$ cat src/hdl/bist_pkg.sv
// Package for the bounded integer set table: item types, operation codes,
// state encoding and per-cell control. No dependencies.
package bist_pkg;

  // Default table capacity
  localparam int unsigned DEFAULT_SET_CAPACITY = 32;

  // Width of the count field of a result item
  localparam int unsigned COUNT_W = 6;

  // Operation codes; the unused code acts as a query
  typedef enum logic [1:0] {
    KIND_ADD    = 2'd0,
    KIND_REMOVE = 2'd1,
    KIND_QUERY  = 2'd2
  } kind_e;

  // Controller states
  typedef enum logic {
    ST_IDLE   = 1'b0,
    ST_UPDATE = 1'b1
  } state_e;

  // Input item
  typedef struct packed {
    logic [1:0]         kind;
    logic signed [31:0] value;
  } in_t;

  // Result item
  typedef struct packed {
    logic               was_present;
    logic [COUNT_W-1:0] count;
    logic               is_empty;
    logic               full_drop;
  } out_t;

  // Control broadcast from the controller to every cell
  typedef struct packed {
    logic cmp_en;   // latch match against the arriving value
    logic append;   // write the key into the cell at the end of the table
    logic remove;   // shift down every cell at or above the match
  } cell_ctrl_t;

endpackage

$ cat src/hdl/bounded_integer_set_table.sv
// Top level of the bounded integer set table: controller, count register,
// result register and a chain of bist_cell entries. Uses bist_pkg.
//
//   channel | signals                          | payload
//   --------+----------------------------------+----------------------------
//   input   | in_valid_i, in_ready_o           | in_data_i  (kind, value)
//   result  | out_valid_o, out_ready_i         | out_data_o (was_present,
//           |                                  |   count, is_empty, full_drop)
//
// For each item, every cell compares the value at acceptance; then, in the
// update state, the match flag ripples up the cell chain, the table
// is updated (append at the tail or shift down above the match) and the
// result is written to the output register.
// Reset clears the count; entry contents are not cleared and need no pass.
// The update cycle waits while an earlier result is still held by the sink.
module bounded_integer_set_table
  import bist_pkg::*;
#(
  parameter int unsigned SetCapacity = DEFAULT_SET_CAPACITY
) (
  input  logic clk_i,
  input  logic rst_ni,
  input  logic in_valid_i,
  output logic in_ready_o,
  input  in_t  in_data_i,
  output logic out_valid_o,
  input  logic out_ready_i,
  output out_t out_data_o
);

  localparam int unsigned CntW = $clog2(SetCapacity + 1);

  state_e             state_q, state_d;
  logic [CntW-1:0]    count_q, count_d;
  logic [1:0]         kind_q;
  logic signed [31:0] key_q;
  logic               out_valid_q, out_valid_d;
  out_t               out_q, out_d;
  cell_ctrl_t         ctrl;
  logic               in_fire, upd_fire, present, full;

  logic signed [31:0] cell_value [SetCapacity];
  logic               shift_chain [SetCapacity+1];

  assign in_ready_o = (state_q == ST_IDLE);
  assign in_fire    = in_valid_i && in_ready_o;
  assign upd_fire   = (state_q == ST_UPDATE) && (!out_valid_q || out_ready_i);
  assign present    = shift_chain[SetCapacity];
  assign full       = (count_q == CntW'(SetCapacity));

  // Chain of entry cells
  assign shift_chain[0] = 1'b0;
  for (genvar i = 0; i < SetCapacity; i++) begin : g_cell
    logic signed [31:0] next_value;
    if (i == SetCapacity - 1) begin : g_last
      assign next_value = cell_value[i];
    end else begin : g_mid
      assign next_value = cell_value[i+1];
    end
    bist_cell u_cell (
      .clk_i        (clk_i),
      .rst_ni       (rst_ni),
      .ctrl_i       (ctrl),
      .cmp_value_i  (in_data_i.value),
      .key_i        (key_q),
      .occupied_i   (CntW'(i) < count_q),
      .tail_i       (CntW'(i) == count_q),
      .next_value_i (next_value),
      .shift_i      (shift_chain[i]),
      .shift_o      (shift_chain[i+1]),
      .value_o      (cell_value[i])
    );
  end

  // Next state, cell control, count and result
  always_comb begin
    state_d     = state_q;
    count_d     = count_q;
    out_d       = out_q;
    out_valid_d = out_valid_q;
    ctrl        = '0;
    ctrl.cmp_en = in_fire;

    if (out_valid_q && out_ready_i) begin
      out_valid_d = 1'b0;
    end

    unique case (state_q)
      ST_IDLE: begin
        if (in_fire) begin
          state_d = ST_UPDATE;
        end
      end
      ST_UPDATE: begin
        if (upd_fire) begin
          out_d.full_drop = 1'b0;
          case (kind_q)
            KIND_ADD: begin
              if (!present) begin
                if (full) begin
                  out_d.full_drop = 1'b1;
                end else begin
                  ctrl.append = 1'b1;
                  count_d     = count_q + CntW'(1);
                end
              end
            end
            KIND_REMOVE: begin
              if (present) begin
                ctrl.remove = 1'b1;
                count_d     = count_q - CntW'(1);
              end
            end
            default: begin
              // query and the unused code leave the table unchanged
            end
          endcase
          out_d.was_present = present;
          out_d.count       = COUNT_W'(count_d);
          out_d.is_empty    = (count_d == '0);
          out_valid_d       = 1'b1;
          state_d           = ST_IDLE;
        end
      end
      default: begin
        state_d = ST_IDLE;
      end
    endcase
  end

  // Control registers
  always_ff @(posedge clk_i or negedge rst_ni) begin
    if (!rst_ni) begin
      state_q     <= ST_IDLE;
      count_q     <= '0;
      out_valid_q <= 1'b0;
    end else begin
      state_q     <= state_d;
      count_q     <= count_d;
      out_valid_q <= out_valid_d;
    end
  end

  // Hold the item in progress and the result
  always_ff @(posedge clk_i) begin
    if (in_fire) begin
      kind_q <= in_data_i.kind;
      key_q  <= in_data_i.value;
    end
    out_q <= out_d;
  end

  assign out_valid_o = out_valid_q;
  assign out_data_o  = out_q;

endmodule

$ cat src/hdl/bist_cell.sv
// One entry of the set table: holds a value, matches it against the key
// and takes its upper neighbor's value on removal. Uses bist_pkg.
module bist_cell
  import bist_pkg::*;
(
  input  logic               clk_i,
  input  logic               rst_ni,
  input  cell_ctrl_t         ctrl_i,
  input  logic signed [31:0] cmp_value_i,   // value of the arriving item
  input  logic signed [31:0] key_i,         // value of the item in progress
  input  logic               occupied_i,    // entry lies below the count
  input  logic               tail_i,        // entry is the first free slot
  input  logic signed [31:0] next_value_i,  // value held by the upper neighbor
  input  logic               shift_i,       // a match sits in a lower cell
  output logic               shift_o,       // a match sits here or below
  output logic signed [31:0] value_o
);

  logic signed [31:0] value_q, value_d;
  logic               hit_q, hit_d;

  // Latch the match when an item arrives; only occupied entries count
  always_comb begin
    hit_d = hit_q;
    if (ctrl_i.cmp_en) begin
      hit_d = occupied_i && (value_q == cmp_value_i);
    end
  end

  // Hand the match flag on to the upper neighbor
  assign shift_o = shift_i | hit_q;

  // Append at the tail, or pull the neighbor down above a removed match
  always_comb begin
    value_d = value_q;
    if (ctrl_i.append && tail_i) begin
      value_d = key_i;
    end else if (ctrl_i.remove && shift_o) begin
      value_d = next_value_i;
    end
  end

  always_ff @(posedge clk_i or negedge rst_ni) begin
    if (!rst_ni) begin
      hit_q <= 1'b0;
    end else begin
      hit_q <= hit_d;
    end
  end

  always_ff @(posedge clk_i) begin
    value_q <= value_d;
  end

  assign value_o = value_q;

endmodule
$ cat config.mk
export PLATFORM = sky130hd
export DESIGN_NAME = bounded_integer_set_table
export DESIGN_NICKNAME = d
export VERILOG_FILES = /design/src/hdl/bist_pkg.sv /design/src/hdl/bounded_integer_set_table.sv /design/src/hdl/bist_cell.sv
export SDC_FILE = /design/constraint.sdc
export NUM_CORES = 2
export LEC_CHECK = 0
export BUFFER_PORTS_ARGS = -buffer_cell sky130_fd_sc_hd__buf_2
export CORE_ASPECT_RATIO = 0.8
export CORE_MARGIN = 3
export CORE_UTILIZATION = 50
export DETAILED_ROUTE_END_ITERATION = 8
export GPL_TIMING_DRIVEN = 1
export PLACE_DENSITY_LB_ADDON = 0.3
export SYNTH_ARGS = -nofsm -noshare
export SYNTH_HDL_FRONTEND = slang
export SYNTH_HIERARCHICAL = 1
export SYNTH_SLANG_ARGS = --single-unit
$ cat constraint.sdc
create_clock -name clk_i -period 18.6 [get_ports clk_i]
set_input_delay 0 -clock clk_i [delete_from_list [all_inputs] [get_ports clk_i]]
set_output_delay 0 -clock clk_i [all_outputs]
set_load 0.005 [all_outputs]
==> impl_metrics.py <==
metrics = {
    "critical_path": {
        "cp.arrival_ps": 11650,
        "cp.required_ps": 18920,
        "crit_type": "flop to flop",
        "end_kind": "flop",
        "crit_path_max_fanout": 33,
        "cp_slowest_cell": "nand2_1",
        "critPathMaxStageDelay_ps": 1340,
        "cp_common_cell": "or2_1",
        "reg2reg_depth": 37,
        "cp-start-kind": "flop",
    },
    "timing": {
        "worstMarginPinSlew_ps": 1320,
        "setup-tns-final_ps": 0,
        "setup_ws_ps": 7270,
        "period_share": 0.609,
        "holdWs_ps": 33.2,
        "setup_viol": 0,
        "skew_ps": 22.4,
        "rsz0062_at_grt": "false",
        "max_freq_ghz": 0.0883,
        "max-slew-margin-rel": 0.117,
        "finalHoldViolCount": 0,
        "period_needed_ps": 11330,
        "slew_viol_final": 0,
    },
    "flow_run": {
        "cap_violations": 0,
    },
    "worst_hold_path": {
        "hold_class": "primary input to flop",
        "holdPathStages": 2,
    },
    "synthesis": {
        "async_flop_share": 0.0361,
        "ys_ff_latch": 1107,
        "yosys_warnings": 6,
        "synthTopCellsByArea": "edfxtp_1 55%, mux2_1 20%, xor2_1 9.6%, xnor2_1 5.8%, nor4_1 1.7%",
        "synthCells": 3978,
        "synth_edf_count": 1067,
        "synth_top_area_frac": 0.546,
        "ys_types": 49,
        "syn_area_per_cell_um2": 14.7,
        "yosysSeqAreaShare": 0.563,
        "ys.flop_type": "edfxtp_1",
        "syn-cell-area_um2": 58700,
        "syn-num-nets": 4021,
        "synth_top_area_cell": "edfxtp_1",
    },
    "die": {
        "die_y_um": 312,
        "core_area_um2": 116000,
        "num_rows": 111,
        "die_area_um2": 121000,
        "ios": 49,
        "die_w_um": 389,
        "initial_utilization": 0.508,
    },
    "route": {
        "firstDrtPassIters": 5,
        "drc": 0,
        "vias": 33826,
        "viasPerCell": 5.82,
        "drtAntennaViolNets": 0,
        "drt_iter0_markers": 2610,
        "wl_um": 148000,
        "routedWlPerCell_um": 25.4,
    },
    "global_route": {
        "grt_pass1_wl_um": 225000,
        "grt_max_degree": 51,
        "track_usage": 0.242,
        "first_global_vias": 35781,
        "antenna_found_initial": 6,
        "grt-ovfl-total": 0,
    },
    "clock_tree": {
        "post_cts_buffers": 0,
        "clkTransAtPathRegs_ps": 60,
        "cts_tree": "done",
        "clock_latency_ps": 720,
        "htree_levels": 3,
        "clock_path_buffers": 3,
        "cts_buffers": 112,
        "clockRootBuffer": "clkbuf_16",
        "post_cts_resize_count": 0,
        "clock_sinks": 1107,
    },
    "placed_design": {
        "dp_hpwl_um": 97200,
        "gp_congestion": 0.863,
        "pre_cts_slack_ps": 7330,
        "port_buffers": 48,
    },
    "power_and_ir_drop": {
        "ir_drop_mv": 0.0717,
        "total_power_mw": 5.72,
        "p_leak_nw": 21.9,
        "power.density_nw_per_um2": 87.5,
    },
    "finish": {
        "drive_above_1_share": 0.100,
        "nets": 4229,
        "multi_input_area_um2": 25000,
        "fillers": 9230,
        "fin_util": 0.565,
        "area_delta_synth_final_pct": 11.4,
        "register_area_um2": 33000,
    },
    "outcome": {
        "status": "finished clean",
    },
}
[cell type report]
type	count	share of cell area
antenna	1	0.0000383
inverter	45	0.00259
tap	1525	0.0292
clock inverter	70	0.00992
multi-input combinational	2716	0.383
sequential	1107	0.506
timing repair buffer	204	0.0224
clock buffer	140	0.0468
[critical path, delay by kind of cell (launching register included)]
| kind | cells | cell delay, ps |
|---|---|---|
| flip-flops | 1 | 370 |
| AND/OR/NAND/NOR | 36 | 10270 |
| buffers and inverters | 1 | 250 |
[path summary, 6_finish.rpt]
kind                                        start                            end  slack [ps]
max                        g_cell[0].u_cell/hit_q  g_cell[15].u_cell/value_o[16]        7270
min in group asynchronous                  rst_ni        g_cell[13].u_cell/hit_q         520
max in group asynchronous                  rst_ni                    out_valid_o       17560
min reg2reg                           out_valid_o                    out_valid_o         530
min                                 in_data_i[14]                      key_q[14]          30
max reg2reg                g_cell[0].u_cell/hit_q  g_cell[15].u_cell/value_o[16]        7270
[kinds of logic after synthesis]
family / count (synthesis) / share of synthesized area
muxes: 1025 / 0.197
and+or+nand+nor: 596 / 0.0653
other: 1 / 0.0000639
buffers and inverters: 155 / 0.0101
adders and majority gates: 5 / 0.00107
DFF: 1107 / 0.563
xor gates and xnor gates: 1029 / 0.154
AOI/OAI and AO/OA: 60 / 0.00990
[routing by layer]
metal,GRT usage,vias up,share of wire
li1,-,15336,-
met1,0.333,17326,0.44
met2,0.408,929,0.48
met3,0.0325,233,0.056
met4,0.0609,2,0.024
met5,0,-,0.000088
[power breakdown]
group | switching (mW) | total, mW | internal [mW]
registers | 0.0581 | 2.84 | 2.78
clock network | 0.980 | 2.30 | 1.32
logic | 0.403 | 0.585 | 0.182
total | 1.44 | 5.72 | 4.28
[metrics by stage]
stage	std cells	area, um2
after floorplan	3978	58700
after global placement	5576	61400
after detailed placement	5576	61400
after CTS	5807	65300
after global routing	5807	65300
final	5808	65300
[sequential cells by signal, summed over array words and instances, names as in the netlist]
| signal | cells |
|---|---|
| state_q | 1 |
| out_data_o | 9 |
| kind_q | 2 |
| key_q | 32 |
| out_valid_o | 1 |
| count_q | 6 |
| g_cell.u_cell/value_o | 1024 |
| g_cell.u_cell/hit_q | 32 |
[synth_stat cells (2+ instances only)]
library cell	count
nor2b_1	5
edfxtp_1	1067
nand3_1	37
and2_1	3
nor3b_1	2
nand2b_1	11
mux2_1	1024
or3_1	2
nand4_1	97
o21bai_1	2
o21ai_0	10
and3_1	8
buf_2	2
or4_1	32
o22ai_2	32
xor2_1	642
a21oi_1	6
ha_1	5
buf_1	97
nor4_1	161
nor3_1	4
inv_1	45
xnor2_1	387
nand4b_1	2
dfrtp_1	40
or2_1	32
nor2_1	38
nand4_4	32
nand2_1	123
clkbuf_1	10
a21o_1	2
[layout by cell type (no fill, tap or decap), types with 38 or more instances in the layout]
| cell | count |
|---|---|
| nor4_1 | 161 |
| buf_4 | 135 |
| inv_1 | 45 |
| xor2_1 | 642 |
| clkbuf_16 | 114 |
| edfxtp_1 | 1067 |
| mux2_1 | 1024 |
| dfrtp_1 | 40 |
| nor2_1 | 38 |
| nand4_1 | 97 |
| buf_2 | 48 |
| nand2_1 | 122 |
| xnor2_1 | 387 |
[what timing repair did]
action,CTS,global route
hold buffers,21,0
hold endpoints to repair,74,0
endpoints found under the setup margin,0,0
Power figures use the tool's default switching activity.
